[src/rtl/core/sjfq_pkg.sv]
// ----------------------------------------------------------------------------
// sjfq_pkg
// Types and constants shared by the shortest-job-first ready queue modules.
// ----------------------------------------------------------------------------
package sjfq_pkg;

  localparam int MAX_JOBS = 16;
  localparam int IDX_W    = $clog2(MAX_JOBS);
  localparam int CNT_W    = $clog2(MAX_JOBS + 1);

  localparam logic       REQ_INSERT = 1'b0;
  localparam logic       REQ_RUN    = 1'b1;

  localparam logic [1:0] ST_INSERTED   = 2'd0;
  localparam logic [1:0] ST_FULL       = 2'd1;
  localparam logic [1:0] ST_DISPATCHED = 2'd2;
  localparam logic [1:0] ST_EMPTY      = 2'd3;

  localparam logic [39:0] SUM_MAX = '1;
  localparam logic [15:0] DONE_MAX = '1;

  typedef struct packed {
    logic        req_type;
    logic [15:0] burst;
  } in_t;

  typedef struct packed {
    logic [1:0]  status;
    logic [15:0] job_id;
    logic [15:0] job_burst;
    logic [31:0] arrival;
    logic [31:0] waiting;
    logic [31:0] end_time;
    logic [39:0] total_wait;
    logic [15:0] jobs_done;
    logic        last;
  } out_t;

  typedef struct packed {
    logic [15:0] burst;
    logic [15:0] id;
    logic [31:0] arrival;
  } slot_t;

  typedef enum logic [2:0] {
    EM_NONE,
    EM_ACK,
    EM_FULL,
    EM_EMPTY,
    EM_DISP
  } emit_t;

  typedef struct packed {
    logic  load;
    logic  rd_en;
    logic  rd_prev;
    logic  shift_wr;
    logic  ins_wr;
    logic  run_step;
    logic  run_end;
    emit_t emit;
  } cmd_t;

  typedef struct packed {
    logic req_type;
    logic full;
    logic empty;
    logic k_zero;
    logic less;
    logic last_job;
    logic out_free;
  } stat_t;

endpackage

[src/rtl/core/sjfq_ctrl.sv]
// ----------------------------------------------------------------------------
// sjfq_ctrl
// Sequencer for sorted insertion and queue drain.
// ----------------------------------------------------------------------------
module sjfq_ctrl import sjfq_pkg::*; (
  input  logic  clk,
  input  logic  rst,
  input  logic  in_valid,
  output logic  in_ready,
  input  stat_t stat,
  output cmd_t  cmd
);

  typedef enum logic [1:0] {
    S_IDLE,
    S_DECIDE,
    S_CMP,
    S_RCALC
  } state_t;

  state_t state;
  state_t state_next;

  always_comb begin
    cmd        = '0;
    cmd.emit   = EM_NONE;
    state_next = state;
    in_ready   = 1'b0;
    case (state)
      S_IDLE: begin
        in_ready = 1'b1;
        if (in_valid) begin
          cmd.load   = 1'b1;
          state_next = S_DECIDE;
        end
      end
      S_DECIDE: begin
        if (stat.req_type == REQ_INSERT) begin
          if (stat.full) begin
            if (stat.out_free) begin
              cmd.emit   = EM_FULL;
              state_next = S_IDLE;
            end
          end else if (stat.k_zero) begin
            if (stat.out_free) begin
              cmd.emit   = EM_ACK;
              cmd.ins_wr = 1'b1;
              state_next = S_IDLE;
            end
          end else begin
            cmd.rd_en   = 1'b1;
            cmd.rd_prev = 1'b1;
            state_next  = S_CMP;
          end
        end else begin
          if (stat.empty) begin
            if (stat.out_free) begin
              cmd.emit   = EM_EMPTY;
              state_next = S_IDLE;
            end
          end else begin
            cmd.rd_en  = 1'b1;
            state_next = S_RCALC;
          end
        end
      end
      S_CMP: begin
        if (stat.less) begin
          cmd.shift_wr = 1'b1;
          state_next   = S_DECIDE;
        end else if (stat.out_free) begin
          cmd.emit   = EM_ACK;
          cmd.ins_wr = 1'b1;
          state_next = S_IDLE;
        end
      end
      S_RCALC: begin
        if (stat.out_free) begin
          cmd.emit     = EM_DISP;
          cmd.run_step = 1'b1;
          if (stat.last_job) begin
            cmd.run_end = 1'b1;
            state_next  = S_IDLE;
          end else begin
            state_next = S_DECIDE;
          end
        end
      end
      default: state_next = S_IDLE;
    endcase
  end

  always_ff @(posedge clk) begin
    if (rst) begin
      state <= S_IDLE;
    end else begin
      state <= state_next;
    end
  end

endmodule

[src/rtl/core/sjfq_dp.sv]
// ----------------------------------------------------------------------------
// sjfq_dp
// Queue memory, clock and totals, and the output register.
// ----------------------------------------------------------------------------
module sjfq_dp import sjfq_pkg::*; (
  input  logic  clk,
  input  logic  rst,
  input  in_t   in_word,
  input  cmd_t  cmd,
  output stat_t stat,
  output logic  out_valid,
  input  logic  out_ready,
  output out_t  out_word
);

  slot_t mem [MAX_JOBS];
  slot_t rd_data;

  logic              req_type;
  logic [15:0]       burst;
  logic [CNT_W-1:0]  k;
  logic [CNT_W-1:0]  k_prev;
  logic [CNT_W-1:0]  k_inc;
  logic [CNT_W-1:0]  occupancy;
  logic [31:0]       clock_now;
  logic [15:0]       next_id;
  logic [39:0]       wait_sum;
  logic [15:0]       done_count;

  logic [31:0] wait_cur;
  logic [31:0] clock_next;
  logic [40:0] sum_wide;
  logic [39:0] sum_next;
  logic [15:0] done_next;
  logic [CNT_W-1:0] wr_idx;
  slot_t       wr_data;
  slot_t       new_slot;

  assign k_prev = k - CNT_W'(1);
  assign k_inc  = k + CNT_W'(1);

  assign wait_cur   = clock_now - rd_data.arrival;
  assign clock_next = clock_now + 32'(rd_data.burst);
  assign sum_wide   = {1'b0, wait_sum} + 41'(wait_cur);
  assign sum_next   = sum_wide[40] ? SUM_MAX : sum_wide[39:0];
  assign done_next  = (done_count == DONE_MAX) ? done_count : done_count + 16'd1;

  assign new_slot.burst   = burst;
  assign new_slot.id      = next_id;
  assign new_slot.arrival = clock_now;
  assign wr_idx  = k;
  assign wr_data = cmd.shift_wr ? rd_data : new_slot;

  assign stat.req_type = req_type;
  assign stat.full     = (occupancy == CNT_W'(MAX_JOBS));
  assign stat.empty    = (occupancy == '0);
  assign stat.k_zero   = (k == '0);
  assign stat.less     = (burst < rd_data.burst);
  assign stat.last_job = (k_inc == occupancy);
  assign stat.out_free = !out_valid || out_ready;

  always_ff @(posedge clk) begin
    if (cmd.shift_wr || cmd.ins_wr) begin
      mem[wr_idx[IDX_W-1:0]] <= wr_data;
    end
    if (cmd.rd_en) begin
      rd_data <= cmd.rd_prev ? mem[k_prev[IDX_W-1:0]] : mem[k[IDX_W-1:0]];
    end
  end

  always_ff @(posedge clk) begin
    if (cmd.load) begin
      req_type <= in_word.req_type;
      burst    <= in_word.burst;
      k        <= (in_word.req_type == REQ_RUN) ? '0 : occupancy;
    end else if (cmd.shift_wr) begin
      k <= k_prev;
    end else if (cmd.run_step) begin
      k <= k_inc;
    end
  end

  always_ff @(posedge clk) begin
    if (rst) begin
      occupancy  <= '0;
      clock_now  <= '0;
      next_id    <= 16'd1;
      wait_sum   <= '0;
      done_count <= '0;
      out_valid  <= 1'b0;
    end else begin
      if (cmd.ins_wr) begin
        occupancy <= occupancy + CNT_W'(1);
        next_id   <= next_id + 16'd1;
      end else if (cmd.run_end) begin
        occupancy <= '0;
      end
      if (cmd.run_step) begin
        clock_now  <= clock_next;
        wait_sum   <= sum_next;
        done_count <= done_next;
      end
      if (cmd.emit != EM_NONE) begin
        out_valid <= 1'b1;
      end else if (out_ready) begin
        out_valid <= 1'b0;
      end
    end
  end

  always_ff @(posedge clk) begin
    case (cmd.emit)
      EM_ACK: begin
        out_word <= '{ST_INSERTED, next_id, burst, clock_now, 32'd0, 32'd0,
                      wait_sum, done_count, 1'b1};
      end
      EM_FULL: begin
        out_word <= '{ST_FULL, 16'd0, burst, clock_now, 32'd0, 32'd0,
                      wait_sum, done_count, 1'b1};
      end
      EM_EMPTY: begin
        out_word <= '{ST_EMPTY, 16'd0, 16'd0, 32'd0, 32'd0, 32'd0,
                      wait_sum, done_count, 1'b1};
      end
      EM_DISP: begin
        out_word <= '{ST_DISPATCHED, rd_data.id, rd_data.burst, rd_data.arrival,
                      wait_cur, clock_next, sum_next, done_next, stat.last_job};
      end
      default: begin
      end
    endcase
  end

  a_occ_bound: assert property (@(posedge clk) disable iff (rst)
    occupancy <= CNT_W'(MAX_JOBS))
    else $error("queue occupancy beyond capacity");

  a_no_overwrite: assert property (@(posedge clk) disable iff (rst)
    !(cmd.emit != EM_NONE && out_valid && !out_ready))
    else $error("result produced while output register is held");

  a_ins_grows: assert property (@(posedge clk) disable iff (rst)
    cmd.ins_wr |=> occupancy == $past(occupancy) + CNT_W'(1))
    else $error("insert did not grow the queue");

  a_run_clears: assert property (@(posedge clk) disable iff (rst)
    cmd.run_end |=> occupancy == '0)
    else $error("queue not empty after run");

endmodule

[src/rtl/core/sjf_ready_queue_scheduler.sv]
// ----------------------------------------------------------------------------
// sjf_ready_queue_scheduler
// Non-preemptive shortest-job-first ready queue with sorted insertion.
// ----------------------------------------------------------------------------
// An insert compares its burst with queued jobs from the tail, moving each
// longer job back one slot, then writes the new job; a full queue is refused.
// A run dispatches every queued job in order, then empties the queue; an
// empty queue is reported. The queue memory has a registered read.
// One word is handled at a time; a result waits in the output register.
// Synchronous reset empties the queue, zeroes clock and totals, sets id to 1.
module sjf_ready_queue_scheduler import sjfq_pkg::*; (
  input  logic clk,
  input  logic rst,
  input  logic in_valid,
  output logic in_ready,
  input  in_t  in_word,
  output logic out_valid,
  input  logic out_ready,
  output out_t out_word
);

  cmd_t  cmd;
  stat_t stat;

  sjfq_ctrl u_ctrl (
    .clk      (clk),
    .rst      (rst),
    .in_valid (in_valid),
    .in_ready (in_ready),
    .stat     (stat),
    .cmd      (cmd)
  );

  sjfq_dp u_dp (
    .clk       (clk),
    .rst       (rst),
    .in_word   (in_word),
    .cmd       (cmd),
    .stat      (stat),
    .out_valid (out_valid),
    .out_ready (out_ready),
    .out_word  (out_word)
  );

endmodule
[config.mk]
export PLATFORM = sky130hd
export DESIGN_NAME = sjf_ready_queue_scheduler
export DESIGN_NICKNAME = d
export VERILOG_FILES = /design/src/rtl/core/sjfq_pkg.sv /design/src/rtl/core/sjfq_ctrl.sv /design/src/rtl/core/sjfq_dp.sv /design/src/rtl/core/sjf_ready_queue_scheduler.sv
export SDC_FILE = /design/constraint.sdc
export NUM_CORES = 2
export LEC_CHECK = 0
export ABC_AREA = 0
export BUFFER_PORTS_ARGS = -buffer_cell sky130_fd_sc_hd__buf_2
export CAP_MARGIN = 20
export CORE_AREA = 2 2 340 342
export DETAILED_ROUTE_END_ITERATION = 10
export DIE_AREA = 0 0 342 344
export PLACE_DENSITY = 0.76
export SLEW_MARGIN = 20
export SYNTH_ARGS = -nofsm -noshare
export SYNTH_HDL_FRONTEND = slang
export SYNTH_HIERARCHICAL = 1
export SYNTH_SLANG_ARGS = --single-unit
[constraint.sdc]
create_clock -name clk -period 29.5 [get_ports clk]
set_input_delay 2.95 -clock clk [delete_from_list [all_inputs] [get_ports clk]]
set_output_delay 2.95 -clock clk [all_outputs]
set_load 0.02 [all_outputs]
==> summary.txt <==
Run status
  • Status: finished with violations
  • Failing checks: DRC

Setup path
  • FF-to-FF setup slack: 23.11 ns
  • Critical Path AT: 7.15 ns
  • Most frequent CP cell: inv_1
  • Slowest stage delay, CP: 0.64 ns
  • CP max-delay cell: and2_4
  • CP required: 30.08 ns
  • CP Class: primary input to register
  • Worst r2r src: u_dp/rd_data[4]
  • Top Family by Delay on Critical Path: simple AND/OR/NAND/NOR gates
  • Worst Path Buf+Inv: 5
  • Reg2Reg Depth: 19
  • Crit. End Element: register
  • RR Endpoint: u_dp/out_word[51]
  • CP Cell Sequence: buf_2, nand2b_1, and2_4, nor2b_1, inv_1, nand2_1, inv_1, a21oi_4, buf_4, inv_1, o21ai_0
  • Max FO, Critical Path: 58
  • CP Launch Type: primary input

Floorplanning
  • Vert. Die Dim: 344 µm
  • Effective utilization at floorplan: 59.8%
  • Die X: 342 µm
  • Die ar.: 0.118 mm²
  • Rows: 124
  • Core Area: 0.114 mm²
  • Io pins: 210

Clocking
  • CTS H-tree lvls: 4
  • Postcts setup bufs: 0
  • CTS buffer count: 144
  • Post-CTS resize count: 0
  • Clk Latency, worst-skew pair: 0.76 ns
  • CTS clk-pin slew, worst paths: 0.06 ns
  • Root Buffer: clkbuf_16
  • Max Root-Sink Buffers: 3
  • TritonCTS clock tree: built
  • Clk sinks: 1,413
  • CTS Hold Buffers Added: 0

Global route
  • GR Overflow Total: 0
  • Initial antenna violation count: 6
  • Vias in the first global route: 41,000
  • Largest net degree at the start of global routing: 157
  • First-pass GRT wire length: 259 mm
  • Gr usage total: 29.7%

Power and ir drop
  • Combinational share of power: 12.5%
  • NetSw: 1.13 mW
  • Lkg Pwr: 26.8 nW
  • Total power: 4.62 mW
  • PwrDens: 61.2 mW/mm²
  • Max rail drop VDD: 0.0540 mV
  • Sequential power share: 48.6%
  • P_int: 3.49 mW
  • Switch share: 24.4%
  • Clock power share: 38.8%

Placed design
  • Post-DP HPWL: 100 mm
  • Final Wtd Congestion: 0.945
  • Buffers on Ports: 209

Synthesis
  • Commonest cells in the synthesized netlist: 1,297 x edfxtp_1, 576 x mux4_2, 212 x nor2_1, 207 x nand2_1, 182 x clkbuf_1
  • Synth area leaders: edfxtp_1 57%, mux4_2 19%, dfxtp_1 3.4%
  • Synth Warn #: 6
  • Net count after synthesis: 4,322
  • Avg Cell Area, Syn: 16.3 µm²
  • Post-synth EDFFs: 1,297
  • Seq/Total Area, Yosys: 60.6%
  • Async S/R FF share, synth: 0%
  • Post-Syn Instances: 4,187
  • Yosys cell types: 84
  • Area leader, netlist: edfxtp_1
  • Yosys reg bits: 1,413
  • Synth top area share: 57.2%
  • Synth Flop Type: edfxtp_1
  • Post-synthesis cell area: 0.0680 mm²
  • Count leader, synth: edfxtp_1

STA
  • # setup viols final: 0
  • Final period utilization: 22.3%
  • Final max-slew violation count: 0
  • Final hold vios: 0
  • RSZ-0062 raised after global routing: false
  • Achievable Freq: 152 MHz
  • Min Hold Slack: 0.494 ns
  • Slew @ Worst Pin: 1.15 ns
  • Worst Clk Skew: 0.0299 ns
  • Max-slew headroom: 23.6%
  • Setup TNS: 0 ns
  • Final min period: 6.57 ns

Worst hold path
  • Hold Crit Class: register to register
  • Hold Path End: u_dp/next_id[11]
  • Hold path start: u_dp/next_id[11]
  • Worst Hold Depth: 2

Route
  • Residual DRC: 1
  • Vias: 41,100
  • Routed WL per cell: 29.2 µm
  • Number of vias per cell: 6.89
  • Antenna-violating nets left: 0
  • Post-Route WL: 174 mm
  • First-iteration detailed-routing DRC count: 5,032
  • Pre-antenna DRT Iters: 8

Flow run
  • MaxCap Viol Count: 0

Final layout
  • Share of cells above drive strength 1: 28.0%
  • Final Net Count: 4,477
  • Area delta synth->final: 10.8%
[sequential cells by signal (all words and copies together) (netlist names), named ones only]
register and cells:
u_ctrl/state 2, u_dp/mem 1024, u_dp/out_word 187, u_dp/burst 16
u_dp/out_valid 1, u_dp/occupancy 5, u_dp/rd_data 64, u_dp/k 5
u_dp/done_count 16, u_dp/req_type 1, u_dp/wait_sum 40, u_dp/clock_now 32
u_dp/next_id 16
[cell type report]
type	count	area (µm²)
clock inverters	60	603
repair buffers	292	1730
inverters	99	372
diodes	1	2.50
fillers	7577	38500
flip-flops and latches	1413	41300
multi-input cells	2392	25500
clock buffers	200	4040
well taps	1512	1890
[worst max-delay path by stage]
stage	from	endpoint	cells after the start
after floorplan	out_ready	u_dp/out_word[0]	5
after global placement	out_ready	u_dp/out_word[79]	7
after detailed placement	out_ready	u_dp/out_word[121]	11
after CTS	out_ready	u_dp/out_word[121]	11
after global routing	out_ready	u_dp/out_word[121]	11
final	out_ready	u_dp/out_word[121]	11
[routing by layer]
layer  vias to the layer above  track usage, %  part of all wire (%)
li1                      17100               -                     -
met1                     21000            39.5                    37
met2                      2580            49.6                    50
met3                       412            5.73                    10
met4                         4            10.6                   3.5
met5                         -               0                 0.013
[stage by stage]
step                instance area (µm²)  utilization, %  instances  setup slack, ns
detailed placement                70800            62.1       5708            22.31
CTS                               75400            66.2       5968            23.07
floorplan                         68000               -       4187            15.48
global placement                  70800            62.1       5708            22.48
finish                            75400            66.2       5969            22.93
global route                      75400            66.2       5969            22.67
[power groups by stage]
stage          logic [mW]  clock network (mW)  registers [mW]
2_1_floorplan       0.438                   0            2.27
3_3_place_gp        0.567                   0            2.29
3_5_place_dp        0.573                   0            2.29
4_1_cts             0.576                1.81            2.25
5_1_grt             0.612                1.89            2.25
6_report            0.578                1.79            2.25
[cells in the final DEF, fill, tap and decap left out, types with 8 or more instances in the layout]
cell type and count:
a211oi_1 103, a21o_1 42, a21oi_1 155, a311oi_1 11, a31oi_1 23, and2_1 35, and3_1 33, buf_2 208
buf_4 79, bufinv_16 8, clkbuf_1 39, clkbuf_16 149, clkbuf_8 12, clkinv_1 21, clkinv_2 14, dfxtp_1 112
edfxtp_1 1297, ha_1 110, inv_1 99, mux2_2 125, mux2i_1 78, mux4_2 576, nand2_1 206, nand2b_1 25
nand3_1 61, nand4_1 14, nor2_1 200, nor2_4 11, nor2b_1 87, nor3_1 40, o21a_1 15, o21ai_0 137
o21bai_1 9, o22ai_1 23, or3_1 13, xnor2_1 95, xor2_1 47
[tightest hold or removal path, delay by kind of cell, from the launching register on]
family         cells  cell delay, ns
flip-flops         1            0.32
AO/OA/AOI/OAI      2            0.13
[cell families (layout without fill, tap and decap cells)]
| family | after synthesis | count (layout) | synth area share [%] |
|---|---|---|---|
| buf+inv | 382 | 651 | 2.19 |
| simple gates | 771 | 771 | 5.45 |
| other cells | 0 | 1 | 0 |
| compound gates | 583 | 583 | 5.44 |
| flops | 1413 | 1413 | 60.6 |
| mux | 779 | 779 | 22.3 |
| fa+ha+maj | 114 | 114 | 2.13 |
| xor+xnor | 145 | 145 | 1.87 |
Power figures use the tool's default switching activity.
